**config.mk**
```make
export PLATFORM = sky130hd
export DESIGN_NAME = json_string_unescape_utf8
export DESIGN_NICKNAME = d
export VERILOG_FILES = /design/src/jsu_pkg.sv /design/src/json_string_unescape_utf8.sv /design/src/jsu_decode.sv /design/src/jsu_outbuf.sv
export SDC_FILE = /design/constraint.sdc
export NUM_CORES = 1
export LEC_CHECK = 0
export BUFFER_PORTS_ARGS = -buffer_cell sky130_fd_sc_hd__buf_2
export CAP_MARGIN = 30
export CORE_MARGIN = 2
export CORE_UTILIZATION = 56
export CTS_BUF_LIST = sky130_fd_sc_hd__clkbuf_4
export DETAILED_ROUTE_END_ITERATION = 10
export PLACE_DENSITY = 0.72
export SYNTH_ARGS = -nofsm -noshare
export SYNTH_HDL_FRONTEND = slang
export SYNTH_SLANG_ARGS = --single-unit
```
**constraint.sdc**
```tcl
create_clock -name clk -period 7.25 [get_ports clk]
set_input_delay 0.725 -clock clk [delete_from_list [all_inputs] [get_ports clk]]
set_output_delay 0.725 -clock clk [all_outputs]
set_load 0.05 [all_outputs]
```
**src/jsu_pkg.sv**
```systemverilog
`default_nettype none

package jsu_pkg;

	// decoder modes
	localparam logic [2:0] MODE_IDLE     = 3'd0;
	localparam logic [2:0] MODE_TEXT     = 3'd1;
	localparam logic [2:0] MODE_ESC      = 3'd2;
	localparam logic [2:0] MODE_HEX      = 3'd3;
	localparam logic [2:0] MODE_HIGH     = 3'd4;
	localparam logic [2:0] MODE_HIGH_ESC = 3'd5;
	localparam logic [2:0] MODE_LOW_HEX  = 3'd6;

	// end_cause codes
	localparam logic [1:0] CAUSE_NONE   = 2'd0;
	localparam logic [1:0] CAUSE_QUOTE  = 2'd1;
	localparam logic [1:0] CAUSE_BADHEX = 2'd2;
	localparam logic [1:0] CAUSE_END    = 2'd3;

	// kind of the middle segment of an item's results
	localparam logic [1:0] SEG_NONE = 2'd0;
	localparam logic [1:0] SEG_LIT  = 2'd1;
	localparam logic [1:0] SEG_CP   = 2'd2;

	localparam logic [7:0] CH_QUOTE  = 8'h22;
	localparam logic [7:0] CH_BSLASH = 8'h5c;
	localparam logic [7:0] CH_U      = 8'h75;
	localparam logic [7:0] CH_B      = 8'h62;
	localparam logic [7:0] CH_F      = 8'h66;
	localparam logic [7:0] CH_N      = 8'h6e;
	localparam logic [7:0] CH_R      = 8'h72;
	localparam logic [7:0] CH_T      = 8'h74;

	localparam int MaxRes = 7;

	typedef logic [2:0] rcnt_t;

	typedef struct packed {
		logic [7:0] data;
		logic       valid;
		logic       done;
		logic [1:0] cause;
	} res_t;

	typedef res_t [MaxRes-1:0] res_vec_t;

	typedef struct packed {
		res_vec_t res;
		rcnt_t    count;
	} dec_res_t;

	typedef struct packed {
		logic [2:0]  mode;
		logic [15:0] acc;
		logic [1:0]  cnt;
		logic [15:0] ph;
	} dec_state_t;

	typedef struct packed {
		logic [3:0][7:0] bytes;
		logic [2:0]      len;
	} utf8_t;

	function automatic utf8_t utf8_encode(input logic [20:0] cp);
		utf8_t u;
		u = '0;
		if (cp <= 21'h7f) begin
			u.bytes[0] = cp[7:0];
			u.len      = 3'd1;
		end else if (cp <= 21'h7ff) begin
			u.bytes[0] = {3'b110, cp[10:6]};
			u.bytes[1] = {2'b10, cp[5:0]};
			u.len      = 3'd2;
		end else if (cp <= 21'hffff) begin
			u.bytes[0] = {4'b1110, cp[15:12]};
			u.bytes[1] = {2'b10, cp[11:6]};
			u.bytes[2] = {2'b10, cp[5:0]};
			u.len      = 3'd3;
		end else begin
			u.bytes[0] = {5'b11110, cp[20:18]};
			u.bytes[1] = {2'b10, cp[17:12]};
			u.bytes[2] = {2'b10, cp[11:6]};
			u.bytes[3] = {2'b10, cp[5:0]};
			u.len      = 3'd4;
		end
		return u;
	endfunction

	// {ok, digit}
	function automatic logic [4:0] hex_digit(input logic [7:0] b);
		logic [4:0] r;
		r = '0;
		if (b >= 8'h30 && b <= 8'h39)
			r = {1'b1, b[3:0]};
		else if ((b >= 8'h61 && b <= 8'h66) || (b >= 8'h41 && b <= 8'h46))
			r = {1'b1, 4'(b[3:0] + 4'd9)};
		return r;
	endfunction

	function automatic logic [7:0] esc_map(input logic [7:0] b);
		logic [7:0] r;
		unique case (b)
			CH_B:    r = 8'h08;
			CH_F:    r = 8'h0c;
			CH_N:    r = 8'h0a;
			CH_R:    r = 8'h0d;
			CH_T:    r = 8'h09;
			default: r = b;
		endcase
		return r;
	endfunction

	function automatic logic is_high_sur(input logic [15:0] v);
		return v[15:10] == 6'b110110;
	endfunction

	function automatic logic is_low_sur(input logic [15:0] v);
		return v[15:10] == 6'b110111;
	endfunction

endpackage

`default_nettype wire

```
**src/json_string_unescape_utf8.sv**
```systemverilog
// channel | valid     | stall     | payload
// --------+-----------+-----------+-------------------------------------------------------
// in      | in_valid  | in_stall  | in_byte, byte_present, start_value, text_end
// out     | out_valid | out_stall | out_byte, byte_valid, run_last, value_done, end_cause
//
// An item is registered at acceptance and decoded from that register; its results (0 to 7)
// load into a result buffer once it is free. The buffer delivers one result per cycle while
// out_stall is low; the next item waits in the input stage until the last result is taken;
// items with at most one result flow one per cycle while out_stall is low.
// Reset clears the decoder state to idle and empties both stages; no clearing pass.
// out_stall freezes the buffer; in_stall rises while the input stage waits on it.
`default_nettype none

module json_string_unescape_utf8 (
	input  logic       clk,
	input  logic       arst_n,
	input  logic       in_valid,
	output logic       in_stall,
	input  logic [7:0] in_byte,
	input  logic       byte_present,
	input  logic       start_value,
	input  logic       text_end,
	output logic       out_valid,
	input  logic       out_stall,
	output logic [7:0] out_byte,
	output logic       byte_valid,
	output logic       run_last,
	output logic       value_done,
	output logic [1:0] end_cause
);
	import jsu_pkg::*;

	logic       valid_s1;
	logic [7:0] byte_s1;
	logic       present_s1;
	logic       start_s1;
	logic       end_s1;

	dec_state_t state_q;
	dec_state_t state_next;
	dec_res_t   dres;
	logic       free;
	logic       load;

	assign load     = valid_s1 && free;
	assign in_stall = valid_s1 && !free;

	always_ff @(posedge clk or negedge arst_n) begin
		if (!arst_n) begin
			valid_s1 <= 1'b0;
		end else if (in_valid && !in_stall) begin
			valid_s1 <= 1'b1;
		end else if (load) begin
			valid_s1 <= 1'b0;
		end
	end

	always_ff @(posedge clk) begin
		if (in_valid && !in_stall) begin
			byte_s1    <= in_byte;
			present_s1 <= byte_present;
			start_s1   <= start_value;
			end_s1     <= text_end;
		end
	end

	always_ff @(posedge clk or negedge arst_n) begin
		if (!arst_n) begin
			state_q <= '{mode: MODE_IDLE, acc: '0, cnt: '0, ph: '0};
		end else if (load) begin
			state_q <= state_next;
		end
	end

	jsu_decode u_decode (
		.st_q         (state_q),
		.in_byte      (byte_s1),
		.byte_present (present_s1),
		.start_value  (start_s1),
		.text_end     (end_s1),
		.st_next      (state_next),
		.dres         (dres)
	);

	jsu_outbuf u_outbuf (
		.clk        (clk),
		.arst_n     (arst_n),
		.load       (load),
		.dres       (dres),
		.free       (free),
		.out_valid  (out_valid),
		.out_stall  (out_stall),
		.out_byte   (out_byte),
		.byte_valid (byte_valid),
		.run_last   (run_last),
		.value_done (value_done),
		.end_cause  (end_cause)
	);

	a_close_is_last: assert property (@(posedge clk) disable iff (!arst_n)
		out_valid && value_done |-> run_last && !byte_valid && end_cause != CAUSE_NONE)
		else $error("closing result not last of its item");

	a_pending_mode: assert property (@(posedge clk) disable iff (!arst_n)
		state_q.ph != '0 |-> state_q.mode == MODE_HIGH || state_q.mode == MODE_HIGH_ESC
			|| state_q.mode == MODE_LOW_HEX)
		else $error("pending high surrogate outside surrogate modes");

	a_idle_clean: assert property (@(posedge clk) disable iff (!arst_n)
		state_q.mode == MODE_IDLE |-> state_q.acc == '0 && state_q.cnt == '0)
		else $error("idle decoder holds hex digits");

	a_stall_busy: assert property (@(posedge clk) disable iff (!arst_n)
		in_stall |-> out_valid)
		else $error("input stalled while result buffer empty");

endmodule

`default_nettype wire

```
**src/jsu_decode.sv**
```systemverilog
`default_nettype none

module jsu_decode (
	input  jsu_pkg::dec_state_t st_q,
	input  logic [7:0]          in_byte,
	input  logic                byte_present,
	input  logic                start_value,
	input  logic                text_end,
	output jsu_pkg::dec_state_t st_next,
	output jsu_pkg::dec_res_t   dres
);
	import jsu_pkg::*;

	always_comb begin
		dec_state_t  st;
		logic        emit_a;
		logic [1:0]  seg;
		logic [7:0]  lit;
		logic [20:0] cp;
		logic        close;
		logic [1:0]  cause;
		logic [4:0]  hx;
		logic [15:0] nacc;
		logic [15:0] pa;
		utf8_t       ua;
		utf8_t       ub;
		rcnt_t       n;
		res_vec_t    r;

		st = st_q;
		if (start_value) begin
			st.mode = MODE_TEXT;
			st.acc  = '0;
			st.cnt  = '0;
			st.ph   = '0;
		end
		emit_a = 1'b0;
		seg    = SEG_NONE;
		lit    = '0;
		cp     = '0;
		close  = 1'b0;
		cause  = CAUSE_NONE;
		hx     = hex_digit(in_byte);
		nacc   = {st.acc[11:0], hx[3:0]};
		pa     = st.ph;

		if (byte_present) begin
			unique case (st.mode)
				MODE_TEXT: begin
					if (in_byte == CH_QUOTE) begin
						close = 1'b1;
						cause = CAUSE_QUOTE;
					end else if (in_byte == CH_BSLASH) begin
						st.mode = MODE_ESC;
					end else begin
						seg = SEG_LIT;
						lit = in_byte;
					end
				end
				MODE_ESC: begin
					if (in_byte == CH_U) begin
						st.mode = MODE_HEX;
						st.acc  = '0;
						st.cnt  = '0;
					end else begin
						st.mode = MODE_TEXT;
						seg     = SEG_LIT;
						lit     = esc_map(in_byte);
					end
				end
				MODE_HEX: begin
					if (!hx[4]) begin
						close = 1'b1;
						cause = CAUSE_BADHEX;
					end else if (st.cnt == 2'd3) begin
						st.acc = '0;
						st.cnt = '0;
						if (is_high_sur(nacc)) begin
							st.ph   = nacc;
							st.mode = MODE_HIGH;
						end else begin
							seg     = SEG_CP;
							cp      = {5'b0, nacc};
							st.mode = MODE_TEXT;
						end
					end else begin
						st.acc = nacc;
						st.cnt = st.cnt + 2'd1;
					end
				end
				MODE_HIGH: begin
					if (in_byte == CH_BSLASH) begin
						st.mode = MODE_HIGH_ESC;
					end else begin
						emit_a  = 1'b1;
						st.ph   = '0;
						st.mode = MODE_TEXT;
						if (in_byte == CH_QUOTE) begin
							close = 1'b1;
							cause = CAUSE_QUOTE;
						end else begin
							seg = SEG_LIT;
							lit = in_byte;
						end
					end
				end
				MODE_HIGH_ESC: begin
					if (in_byte == CH_U) begin
						st.mode = MODE_LOW_HEX;
						st.acc  = '0;
						st.cnt  = '0;
					end else begin
						emit_a  = 1'b1;
						st.ph   = '0;
						st.mode = MODE_TEXT;
						seg     = SEG_LIT;
						lit     = esc_map(in_byte);
					end
				end
				MODE_LOW_HEX: begin
					if (!hx[4]) begin
						emit_a = 1'b1;
						close  = 1'b1;
						cause  = CAUSE_BADHEX;
					end else if (st.cnt != 2'd3) begin
						st.acc = nacc;
						st.cnt = st.cnt + 2'd1;
					end else begin
						st.acc = '0;
						st.cnt = '0;
						if (is_low_sur(nacc)) begin
							// pair: 0x10000 + (high - 0xd800) * 1024 + (low - 0xdc00)
							seg     = SEG_CP;
							cp      = {1'b0, st.ph[9:0], nacc[9:0]} + 21'h10000;
							st.ph   = '0;
							st.mode = MODE_TEXT;
						end else begin
							emit_a = 1'b1;
							st.ph  = '0;
							if (is_high_sur(nacc)) begin
								st.ph   = nacc;
								st.mode = MODE_HIGH;
							end else begin
								seg     = SEG_CP;
								cp      = {5'b0, nacc};
								st.mode = MODE_TEXT;
							end
						end
					end
				end
				default: ;
			endcase
		end

		if (close) begin
			st.mode = MODE_IDLE;
			st.acc  = '0;
			st.cnt  = '0;
			st.ph   = '0;
		end

		// end of text; a pending high half only survives a byte that gave no middle segment
		if (text_end && st.mode != MODE_IDLE) begin
			if (st.mode == MODE_HIGH || st.mode == MODE_HIGH_ESC || st.mode == MODE_LOW_HEX) begin
				seg = SEG_CP;
				cp  = {5'b0, st.ph};
			end
			close   = 1'b1;
			cause   = CAUSE_END;
			st.mode = MODE_IDLE;
			st.acc  = '0;
			st.cnt  = '0;
			st.ph   = '0;
		end

		ua = utf8_encode({5'b0, pa});
		ub = utf8_encode(cp);
		r  = '0;
		n  = '0;
		if (emit_a) begin
			for (int k = 0; k < 3; k++) begin
				r[n] = '{data: ua.bytes[k], valid: 1'b1, done: 1'b0, cause: CAUSE_NONE};
				n    = n + rcnt_t'(1);
			end
		end
		if (seg == SEG_LIT) begin
			r[n] = '{data: lit, valid: 1'b1, done: 1'b0, cause: CAUSE_NONE};
			n    = n + rcnt_t'(1);
		end else if (seg == SEG_CP) begin
			for (int k = 0; k < 4; k++) begin
				if (3'(k) < ub.len) begin
					r[n] = '{data: ub.bytes[k], valid: 1'b1, done: 1'b0, cause: CAUSE_NONE};
					n    = n + rcnt_t'(1);
				end
			end
		end
		if (close) begin
			r[n] = '{data: 8'h00, valid: 1'b0, done: 1'b1, cause: cause};
			n    = n + rcnt_t'(1);
		end

		st_next    = st;
		dres.res   = r;
		dres.count = n;
	end

endmodule

`default_nettype wire

```
**src/jsu_outbuf.sv**
```systemverilog
`default_nettype none

module jsu_outbuf (
	input  logic              clk,
	input  logic              arst_n,
	input  logic              load,
	input  jsu_pkg::dec_res_t dres,
	output logic              free,
	output logic              out_valid,
	input  logic              out_stall,
	output logic [7:0]        out_byte,
	output logic              byte_valid,
	output logic              run_last,
	output logic              value_done,
	output logic [1:0]        end_cause
);
	import jsu_pkg::*;

	res_vec_t res_q;
	rcnt_t    cnt_q;
	rcnt_t    idx_q;
	res_t     head;

	// cnt_q counts results still to deliver for the buffered item
	assign out_valid = cnt_q != '0;
	assign free      = (cnt_q == '0) || (cnt_q == rcnt_t'(1) && !out_stall);

	always_ff @(posedge clk or negedge arst_n) begin
		if (!arst_n) begin
			cnt_q <= '0;
			idx_q <= '0;
		end else if (load) begin
			cnt_q <= dres.count;
			idx_q <= '0;
		end else if (out_valid && !out_stall) begin
			cnt_q <= cnt_q - rcnt_t'(1);
			idx_q <= idx_q + rcnt_t'(1);
		end
	end

	always_ff @(posedge clk) begin
		if (load)
			res_q <= dres.res;
	end

	assign head       = res_q[idx_q];
	assign out_byte   = head.data;
	assign byte_valid = head.valid;
	assign value_done = head.done;
	assign end_cause  = head.cause;
	assign run_last   = cnt_q == rcnt_t'(1);

endmodule

`default_nettype wire
```
==> reports/metrics.yaml, run 1 <==
cells_and_area:
  synthToLayoutAreaGrowth_pct: 6.84
  final_core_util: 0.615
  post_route_cells_drive_above_1_share: 0.122
  fin_nets: 1095
  finish.cell_count_without_fillers: 1291
  n_fill_cell: 1434
grt:
  global_route.overflow_total: 0
  wire_length_of_the_first_global_routing_pass_mm: 49.3
  grt_pass1_vias: 8185
  global_route.usage.total: 0.372
  largest_net_degree_at_the_start_of_global_routing: 84
  antenna_found_initial: 1
worst_setup_path:
  critical_path.reg2reg.startpoint: "byte_s1[0]"
  critical_path.top_delay_family: "simple AND/OR/NAND/NOR gates"
  timing_worst_setup_path_type: "reg -> reg"
  critical_path.max_fanout: 21
  setup.reg_to_reg.worst_slack_ns: 0.53
  crit_path_end: "u_outbuf.res_q[6]"
  critical_path.reg2reg.endpoint: "u_outbuf.res_q[6]"
  worst_path_max_delay_cell: "sky130_fd_sc_hd__ha_1"
  timing.critical_path.to_type: "flip-flop"
  crit_path_start: "byte_s1[0]"
  worst_path_largest_cell_delay_ns: 0.53
  path_depth: 25
  crit_buf_inv: 2
  timing.critical_path.from_type: "flip-flop"
  ff2ff_path_depth: 25
  worst-endpoint-arrival_ns: 7.05
  worst-endpoint-required_ns: 7.58
clock_tree:
  clock_insertion_delay_worst_skew_ns: 0.60
  tritoncts: "built"
  cts_inserted_buffers: 17
  cts.htree.levels: 4
  numClockSinks: 130
  clock_path_buffers: 2
  cts_setup_buffers: 0
  worst_setup_hold_path_clk_slew_ns: 0.14
  total_of_cells_resized_after_clock_tree_synthesis: 0
  root_buffer: "sky130_fd_sc_hd__clkbuf_4"
  total_of_hold_buffers_inserted_after_clock_tree_synthesis: 0
detailed_routing:
  detailedRoute.firstPassIterationCount: 5
  route.vias.total: 8747
  wl_per_cell_um: 24.8
  wirelength_mm: 32.0
  drcViolationCount: 0
  drt_iter0_drc: 1292
  drt-vias-per-instance: 6.78
  antenna_violating_nets_left: 0
yosys:
  mappedNetlistArea_mm2: 0.00920
  avgSynthCellArea_um2: 8.79
  ys_seq_area_frac: 0.402
  synth-seq-cells: 130
  synth_enable_flop_cells: 90
  synth_ff_type: "sky130_fd_sc_hd__edfxtp_1"
  netlist_instances: 1047
  netlist-cell-type-count: 90
  warnings_synthesis: 0
  ffs_w_async_s_r_synth: 0.308
floorplanning:
  fp.dieH_um: 132
  floorplan.die_area_mm2: 0.0175
  placementRows: 46
  initial_utilization: 0.575
  boundaryPins: 30
  die_width_um: 132
  core-area_mm2: 0.0160
power:
  seq_power_share: 0.363
  total_net_switching_power_mw: 1.69
  powerDensity_mw_per_mm2: 357
  internal_power_mw: 1.82
  power_leakage_nw: 3.61
  fin_total_pwr_mw: 3.51
  clock_power_share: 0.148
  sw_frac_of_total: 0.482
  power.share.combinational: 0.490
  vdd_ir_drop_max_mv: 0.322
sta:
  setup_ws_ns: 0.531
  rsz0062_at_grt: "no"
  max_freq_mhz: 149
  tightest_slew_ns: 0.985
  timing.final.crit_period_ns: 6.72
  totalNegativeSetupSlack_ns: 0
  timing.final.hold_violations: 0
  final-max-slew-violation-count: 0
  final_min_period_over_clock_period: 0.927
  final-setup-viol-count: 0
  clock-skew-final_ns: 0.0287
  timing.slew.headroom: 0.324
outcome:
  status: "finished, final reports clean"
placement:
  placed_cells: 1257
  gp_routability_congestion: 1.01
  half_perimeter_wire_length_after_placement_mm: 23.6
  post-place-ws_ns: 0.682
  numPortBuffers: 29
run:
  cap_violations: 0
hold_path:
  timing.hold.worst.class: "in -> async"
[metal layers]
metal / part of all wire / track usage / vias up
li1: - / - / 3959
met1: 0.39 / 0.491 / 4085
met2: 0.46 / 0.590 / 575
met3: 0.092 / 0.0588 / 128
met4: 0.056 / 0.201 / 0
met5: 0 / 0 / -
[power by group through the flow]
stage / Combinational (mW) / Clock (mW) / Sequential, mW
finish: 1.72 / 0.518 / 1.27
global placement: 1.66 / 0 / 1.28
CTS: 1.68 / 0.515 / 1.27
global route: 1.84 / 0.550 / 1.30
detailed placement: 1.67 / 0 / 1.29
floorplan: 1.33 / 0 / 1.20
[Yosys cell counts, types with 4 or more instances]
cell type / n / area, µm²
sky130_fd_sc_hd__a211oi_1: 14 / 105
sky130_fd_sc_hd__a21oi_1: 102 / 510
sky130_fd_sc_hd__a221oi_1: 5 / 43.8
sky130_fd_sc_hd__a22o_1: 8 / 70.1
sky130_fd_sc_hd__a22oi_1: 15 / 113
sky130_fd_sc_hd__a311oi_1: 4 / 35.0
sky130_fd_sc_hd__a31o_2: 4 / 35.0
sky130_fd_sc_hd__a31oi_1: 13 / 81.3
sky130_fd_sc_hd__a32oi_1: 6 / 52.6
sky130_fd_sc_hd__and2_1: 18 / 113
sky130_fd_sc_hd__and3_1: 19 / 119
sky130_fd_sc_hd__buf_1: 7 / 26.3
sky130_fd_sc_hd__buf_2: 13 / 65.1
sky130_fd_sc_hd__buf_6: 6 / 67.6
sky130_fd_sc_hd__clkbuf_1: 39 / 146
sky130_fd_sc_hd__dfrtp_1: 40 / 1000
sky130_fd_sc_hd__edfxtp_1: 90 / 2700
sky130_fd_sc_hd__ha_1: 19 / 238
sky130_fd_sc_hd__inv_1: 18 / 67.6
sky130_fd_sc_hd__mux2i_1: 19 / 190
sky130_fd_sc_hd__mux4_2: 11 / 248
sky130_fd_sc_hd__nand2_1: 123 / 462
sky130_fd_sc_hd__nand2b_1: 14 / 87.6
sky130_fd_sc_hd__nand3_1: 42 / 210
sky130_fd_sc_hd__nand4_1: 7 / 43.8
sky130_fd_sc_hd__nor2_1: 124 / 465
sky130_fd_sc_hd__nor2b_1: 17 / 106
sky130_fd_sc_hd__nor3_1: 36 / 180
sky130_fd_sc_hd__nor4_1: 8 / 50.1
sky130_fd_sc_hd__o211ai_1: 11 / 82.6
sky130_fd_sc_hd__o21a_1: 7 / 52.6
sky130_fd_sc_hd__o21ai_0: 59 / 295
sky130_fd_sc_hd__o21ai_1: 6 / 30.0
sky130_fd_sc_hd__o22ai_1: 17 / 106
sky130_fd_sc_hd__o31ai_1: 10 / 75.1
sky130_fd_sc_hd__or4_1: 4 / 30.0
sky130_fd_sc_hd__xnor2_1: 5 / 43.8
sky130_fd_sc_hd__xor2_1: 5 / 43.8
[state kept, by name, indices dropped and copies added, names as in the netlist]
name and flops:
byte_s1 8, start_s1 1, valid_s1 1, state_q 33, u_outbuf.res_q 79, end_s1 1
present_s1 1, u_outbuf.idx_q 3, u_outbuf.cnt_q 3
[through the flow]
stage	hold slack, ns	cell area [µm²]
floorplan	0.429	9230
global placement	0.475	9510
detailed placement	0.490	9510
CTS	0.255	9800
global route	0.290	9830
finish	0.229	9830
[cells in the final DEF, fill, tap and decap left out, drive strengths merged, types with 18 or more instances in the layout]
master / n
a21oi: 102
and2: 18
and3: 20
buf: 54
dfrtp: 40
edfxtp: 90
ha: 19
inv: 24
mux2i: 19
nand2: 124
nand3: 43
nor2: 126
nor3: 40
o21ai: 66
[kinds of logic (layout without fill, tap and decap cells)]
kind of cell	Yosys count	in the layout	share of synthesized area
and+or+nand+nor	444	444	0.238
AOI/OAI and AO/OA	325	325	0.232
DFF	130	130	0.402
buffers and inverters	87	107	0.0428
muxes	31	31	0.0488
adders and majority gates	19	19	0.0258
xor gates and xnor gates	10	10	0.00952
other	1	9	0.000407
[cell type report]
type,count,area [µm²],share of cell area
multi-input combinational,837,5140,0.523
antenna,1,2.50,0.000254
clock buffer,17,128,0.0130
tap,216,270,0.0275
sequential,130,3700,0.377
inverter,21,82.6,0.00840
timing repair buffer,54,350,0.0356
clock inverter,15,158,0.0160
[how the worst min path moves through the flow]
stage / end / slack (ns) / depth (start not counted)
after floorplan: state_q[0] / 0.43 / 0
after global placement: state_q[16] / 0.48 / 1
after detailed placement: state_q[16] / 0.49 / 1
after CTS: state_q[36] / 0.25 / 1
after global routing: byte_s1[1] / 0.29 / 1
final: state_q[18] / 0.23 / 1
Note: power is estimated with default switching activity, not from simulation.
==> inputs of run 2 (changes only) <==
Settings changed: CORE_MARGIN 2 to default.
==> run 2 against run 1 <==
  * Worst hold slack better by 0.010 ns
  * Critical path depth is the same
  * Register-to-register slack barely moved
  * Via count shrank 0.35%
  * Clock power grew 6.0%
  * Clock-buffer cell count up 1
  * Largest power group unchanged
  * Largest cell class unchanged
  * Combinational power barely moved
  * First-iteration DRC count grew 6.0%
  * Highest routed layer unchanged
  * Routed wire length down 3.3%
==> reports/metrics.yaml, run 2 (same netlist as run 1, synthesis figures left out) <==
outcome:
  status: "finished, final reports clean"
cells_and_area:
  registers_with_the_highest_flip_flop_counts: "u_outbuf.res_q: 79 flops, state_q: 33 flops, byte_s1: 8 flops"
  top_register: "u_outbuf.res_q"
  post_route_cells_drive_above_1_share: 0.120  # -0.00246
  largest_register_ff_count: 79  # unchanged
  fin_nets: 1092  # -0.27%
  final_common_cell: "sky130_fd_sc_hd__nor2_1"
  final_core_util: 0.617  # +0.00206
  synthToLayoutAreaGrowth_pct: 6.81  # about the same
  mostFrequentLayoutCells: "sky130_fd_sc_hd__nor2_1 (124), sky130_fd_sc_hd__nand2_1 (123), sky130_fd_sc_hd__a21oi_1 (102)"
detailed_routing:
  drt-vias-per-instance: 6.77  # -0.12%
  drcViolationCount: 0  # unchanged
  wl_per_cell_um: 24.0  # -3.0%
  antenna_violating_nets_left: 0  # unchanged
  route.vias.total: 8716  # -0.35%
  wirelength_mm: 30.9  # -3.3%
  detailedRoute.firstPassIterationCount: 6  # +1
  drt_iter0_drc: 1370  # +6.0%
clock_tree:
  root_buffer: "sky130_fd_sc_hd__clkbuf_4"
  total_of_cells_resized_after_clock_tree_synthesis: 0  # unchanged
  cts_setup_buffers: 0  # unchanged
  cts_inserted_buffers: 17  # unchanged
  numClockSinks: 130  # unchanged
  clock_path_buffers: 2  # unchanged
  cts.htree.levels: 4  # unchanged
  worst_setup_hold_path_clk_slew_ns: 0.13  # about the same
  clock_insertion_delay_worst_skew_ns: 0.57  # -0.03 ns
  tritoncts: "built"
  total_of_hold_buffers_inserted_after_clock_tree_synthesis: 0  # unchanged
hold_path:
  timing.hold.worst.class: "in -> async"
power:
  power_leakage_nw: 3.61  # about the same
  fin_total_pwr_mw: 3.52  # +0.32%
  vdd_ir_drop_max_mv: 0.321  # -0.40%
  powerDensity_mw_per_mm2: 358  # +0.35%
placement:
  gp_routability_congestion: 1.04  # +2.8%
  post-place-ws_ns: 0.800  # +0.118 ns
  half_perimeter_wire_length_after_placement_mm: 22.8  # -3.3%
  numPortBuffers: 29  # unchanged
worst_setup_path:
  worst_path_largest_cell_delay_ns: 0.61  # +0.08 ns
  worst-endpoint-required_ns: 7.56  # -0.02 ns
  critical_path.reg2reg.endpoint: "u_outbuf.res_q[6]"
  worst_path_max_delay_cell: "sky130_fd_sc_hd__nor4_1"
  critical_path.max_fanout: 21  # unchanged
  worst-endpoint-arrival_ns: 7.04  # about the same
  ff2ff_path_depth: 25  # unchanged
  setup.reg_to_reg.worst_slack_ns: 0.52  # about the same
  timing.critical_path.to_type: "flip-flop"
  crit_buf_inv: 2  # unchanged
  timing.critical_path.from_type: "flip-flop"
  timing_worst_setup_path_type: "reg -> reg"
  critical_path.top_delay_family: "simple AND/OR/NAND/NOR gates"
  critical_path.reg2reg.startpoint: "byte_s1[0]"
run:
  cap_violations: 0  # unchanged
floorplanning:
  core-area_mm2: 0.0159  # -0.36%
  initial_utilization: 0.577  # +0.00208
  boundaryPins: 30  # unchanged
  floorplan.die_area_mm2: 0.0170  # -3.0%
  die_width_um: 130  # -1.5%
  placementRows: 46  # unchanged
  fp.dieH_um: 130  # -1.5%
sta:
  rsz0062_at_grt: "no"
  final-max-slew-violation-count: 0  # unchanged
  timing.hold.ws_ns: 0.240  # +0.0104 ns
  setup_ws_ns: 0.523  # -0.00822 ns
  final_min_period_over_clock_period: 0.928  # +0.00113
  timing.slew.headroom: 0.279  # -0.0455
  tightest_slew_ns: 1.05  # +0.0663 ns
  timing.final.crit_period_ns: 6.73  # +0.00822 ns
  max_freq_mhz: 149  # -0.12%
  final-setup-viol-count: 0  # unchanged
  totalNegativeSetupSlack_ns: 0  # unchanged
  timing.final.hold_violations: 0  # unchanged
  clock-skew-final_ns: 0.0186  # -0.0101 ns
grt:
  antenna_found_initial: 1  # unchanged
  global_route.overflow_total: 0  # unchanged
  global_route.usage.total: 0.378  # +0.00632
  wire_length_of_the_first_global_routing_pass_mm: 46.7  # -5.3%
  grt_pass1_vias: 8044  # -1.7%
  largest_net_degree_at_the_start_of_global_routing: 69  # -18%
## run 2: layout make-up
cell class                 instances  area (µm²)
antenna                            1        2.50
fill                            1436        6110
inverter                          21        82.6
sequential                       130        3700
tap                              216         270
timing repair buffer              51         328
clock inverter                    14         176
clock buffer                      18         135
multi-input combinational        837        5130
## run 2: power by group
group | internal (mW) | leakage (nW) | switching [mW]
clock network | 0.248 | 0.166 | 0.301
registers | 1.11 | 1.40 | 0.158
logic | 0.489 | 2.04 | 1.21
total | 1.85 | 3.61 | 1.67
## run 2: through the flow
step,cell area (µm²),std cells
global route,9830,1288
detailed placement,9520,1255
global placement,9480,1253
finish,9830,1288
CTS,9830,1287
floorplan,9230,1054
## run 2: layer usage
layer,GRT usage,share of wire
met1,0.488,0.39
met2,0.601,0.46
met4,0.216,0.057
met5,0,0
met3,0.0644,0.093
## run 2: worst register-to-register path, delay by kind of cell, from the launching register on
kind / cells / cell delay [ns]
adder cells (fa/ha/maj): 3 / 0.82
AND/OR/NAND/NOR: 14 / 3.44
buffers and inverters: 2 / 0.26
flip-flops: 1 / 0.51
AO/OA/AOI/OAI: 5 / 1.09
multiplexers: 1 / 0.35
## run 2: how the worst max path moves through the flow
stage	from	endpoint	slack [ns]	depth (start not counted)
after floorplan	start_s1	u_outbuf.res_q[10]	0.99	31
after global placement	byte_s1[0]	u_outbuf.res_q[19]	0.99	25
after detailed placement	byte_s1[1]	u_outbuf.res_q[6]	0.80	25
after CTS	byte_s1[1]	u_outbuf.res_q[6]	0.76	25
after global routing	byte_s1[1]	u_outbuf.res_q[17]	0.30	25
final	byte_s1[0]	u_outbuf.res_q[6]	0.52	25
==> inputs of run 3 (changes only) <==
Settings changed: SETUP_SLACK_MARGIN from default to 0.2.
Clock period 7.25 ns to 6.49 ns, I/O delays scaled along.
==> run 3 against run 2 <==
  * Largest cell class unchanged
  * First-iteration DRC count is 11% higher
  * Worst hold slack worse by 0.041 ns
  * Setup slack better by 0.010 ns
  * Global-route usage hardly changed
  * Cell count is 0.85% higher
  * Sequential power is 11% higher
==> reports/metrics.yaml, run 3 (same netlist as run 1, synthesis figures left out) <==
outcome:
  status: "finished, final reports clean"
clock_tree:
  clock_path_buffers: 2  # unchanged
  cts.htree.levels: 4  # unchanged
  worst_setup_hold_path_clk_slew_ns: 0.13  # about the same
  root_buffer: "sky130_fd_sc_hd__clkbuf_4"
  cts_inserted_buffers: 17  # unchanged
  tritoncts: "built"
  clock_insertion_delay_worst_skew_ns: 0.56  # about the same
  numClockSinks: 130  # unchanged
floorplanning:
  placementRows: 46  # unchanged
  boundaryPins: 30  # unchanged
  initial_utilization: 0.577  # unchanged
  core-area_mm2: 0.0159  # unchanged
  fp.dieH_um: 130  # unchanged
  die_width_um: 130  # unchanged
  floorplan.die_area_mm2: 0.0170  # unchanged
sta:
  rsz0062_at_grt: "no"
  clock-skew-final_ns: 0.0200  # +0.00140 ns
  final-setup-viol-count: 0  # unchanged
  final-max-slew-violation-count: 0  # unchanged
  final_min_period_over_clock_period: 0.918  # -0.0100
  timing.slew.headroom: 0.337  # +0.0578
  timing.final.crit_period_ns: 5.96  # -0.770 ns
  setup_ws_ns: 0.533  # +0.0104 ns
  timing.final.hold_violations: 0  # unchanged
  tightest_slew_ns: 0.985  # -0.0670 ns
  max_freq_mhz: 168  # +13%
  totalNegativeSetupSlack_ns: 0  # unchanged
worst_setup_path:
  setup.reg_to_reg.worst_slack_ns: 0.53  # about the same
  critical_path.reg2reg.startpoint: "byte_s1[0]"
  crit_path_start: "byte_s1[0]"
  timing.critical_path.from_type: "flip-flop"
  worst-endpoint-arrival_ns: 6.27  # -0.77 ns
  worst-endpoint-required_ns: 6.80  # -0.76 ns
  timing.critical_path.to_type: "flip-flop"
  critical_path.reg2reg.endpoint: "u_outbuf.res_q[21]"
  timing_worst_setup_path_type: "reg -> reg"
  ff2ff_path_depth: 25  # unchanged
  critical_path.max_fanout: 11  # -48%
cells_and_area:
  final_common_cell: "sky130_fd_sc_hd__nor2_1"
  n_fill_cell: 1416  # -1.4%
  finish.cell_count_without_fillers: 1299  # +0.85%
  fin_nets: 1103  # +1.0%
  synthToLayoutAreaGrowth_pct: 8.58
  top_register: "u_outbuf.res_q"
  registers_with_the_highest_flip_flop_counts: "u_outbuf.res_q: 79 flops, state_q: 33 flops, byte_s1: 8 flops"
  mostFrequentLayoutCells: "sky130_fd_sc_hd__nor2_1 (124), sky130_fd_sc_hd__nand2_1 (122), sky130_fd_sc_hd__a21oi_1 (102)"
  post_route_cells_drive_above_1_share: 0.136  # +0.0163
  final_core_util: 0.627  # +0.0102
  largest_register_ff_count: 79  # unchanged
power:
  vdd_ir_drop_max_mv: 0.327  # +2.0%
  powerDensity_mw_per_mm2: 398  # +11%
  power_leakage_nw: 3.69  # +2.0%
hold_path:
  timing.hold.worst.class: "in -> async"
grt:
  global_route.overflow_total: 0  # unchanged
  global_route.usage.total: 0.378  # about the same
  grt_pass1_vias: 8044  # unchanged
  largest_net_degree_at_the_start_of_global_routing: 76  # +10%
  wire_length_of_the_first_global_routing_pass_mm: 46.9  # +0.49%
  antenna_found_initial: 1  # unchanged
detailed_routing:
  wirelength_mm: 30.9  # -0.12%
  drt-vias-per-instance: 6.74  # -0.37%
  detailedRoute.firstPassIterationCount: 6  # unchanged
  wl_per_cell_um: 23.8  # -0.96%
  route.vias.total: 8758  # +0.48%
  antenna_violating_nets_left: 0  # unchanged
  drcViolationCount: 0  # unchanged
  drt_iter0_drc: 1519  # +11%
placement:
  placed_cells: 1264  # +0.72%
  gp_routability_congestion: 1.03  # -0.81%
  numPortBuffers: 29  # unchanged
  half_perimeter_wire_length_after_placement_mm: 22.7  # -0.77%
  post-place-ws_ns: 0.405  # -0.396 ns
run:
  cap_violations: 0  # unchanged
==> run 3: through the flow <==
step	hold slack (ns)	cell area (µm²)	total power [mW]
2_1_floorplan	0.353	9230	2.83
3_3_place_gp	0.475	9560	3.27
3_5_place_dp	0.477	9600	3.31
4_1_cts	0.209	9930	3.95
5_1_grt	0.235	9990	4.20
6_report	0.199	9990	3.98
==> run 3: layer usage <==
| metal | track usage | vias up | part of all wire |
|---|---|---|---|
| met3 | 0.0623 | 134 | 0.095 |
| met5 | 0 | - | 0 |
| met4 | 0.215 | 0 | 0.055 |
| met1 | 0.495 | 4074 | 0.39 |
| met2 | 0.595 | 585 | 0.46 |
| li1 | - | 3965 | - |
==> run 3: final cells by class <==
cell class,count,area (µm²),area share
clock buffers,18,135,0.0135
repair buffers,62,423,0.0423
well taps,216,270,0.0270
multi-input cells,837,5170,0.518
inverters,21,82.6,0.00826
clock inverters,14,203,0.0203
flip-flops and latches,130,3700,0.371
diodes,1,2.50,0.000250
==> run 3: worst max path at each step <==
stage	cells after the start	endpoint
floorplan	31	u_outbuf.res_q[10]
global placement	25	u_outbuf.res_q[19]
detailed placement	25	u_outbuf.res_q[19]
CTS	25	u_outbuf.res_q[11]
global route	25	u_outbuf.res_q[6]
finish	25	u_outbuf.res_q[21]
==> run 3: worst max-delay path: stages, from the launching register on <==
cell,delay (ns)
sky130_fd_sc_hd__edfxtp_1,0.48
sky130_fd_sc_hd__inv_1,0.18
sky130_fd_sc_hd__ha_1,0.18
sky130_fd_sc_hd__or3b_2,0.47
sky130_fd_sc_hd__and3_2,0.29
sky130_fd_sc_hd__o21ai_4,0.23
sky130_fd_sc_hd__o22ai_1,0.16
sky130_fd_sc_hd__a221oi_2,0.32
sky130_fd_sc_hd__o211a_1,0.28
sky130_fd_sc_hd__mux2i_2,0.29
sky130_fd_sc_hd__and3_4,0.22
sky130_fd_sc_hd__nand2_1,0.07
sky130_fd_sc_hd__ha_1,0.36
sky130_fd_sc_hd__buf_4,0.20
sky130_fd_sc_hd__and2_1,0.20
sky130_fd_sc_hd__nor2_1,0.08
sky130_fd_sc_hd__ha_1,0.29
sky130_fd_sc_hd__nand2_1,0.06
sky130_fd_sc_hd__o41ai_1,0.09
sky130_fd_sc_hd__a221oi_1,0.24
sky130_fd_sc_hd__nand2_1,0.10
sky130_fd_sc_hd__nand2_2,0.12
sky130_fd_sc_hd__inv_2,0.07
sky130_fd_sc_hd__or2_2,0.44
sky130_fd_sc_hd__nor2_8,0.20
sky130_fd_sc_hd__nor3_1,0.09
==> run 3: power by group <==
| part | leakage (nW) | internal [mW] | total [mW] | switching [mW] |
|---|---|---|---|---|
| sequential | 1.40 | 1.24 | 1.41 | 0.173 |
| clock | 0.178 | 0.316 | 0.649 | 0.333 |
| combinational | 2.11 | 0.561 | 1.92 | 1.36 |
| total | 3.69 | 2.12 | 3.98 | 1.86 |
==> run 3: repair_timing <==
item | in CTS | in global routing
hold buffers | 0 | 0
resized for setup | 0 | 9
buffers inserted | 0 | 2
setup endpoints to repair | 0 | 44
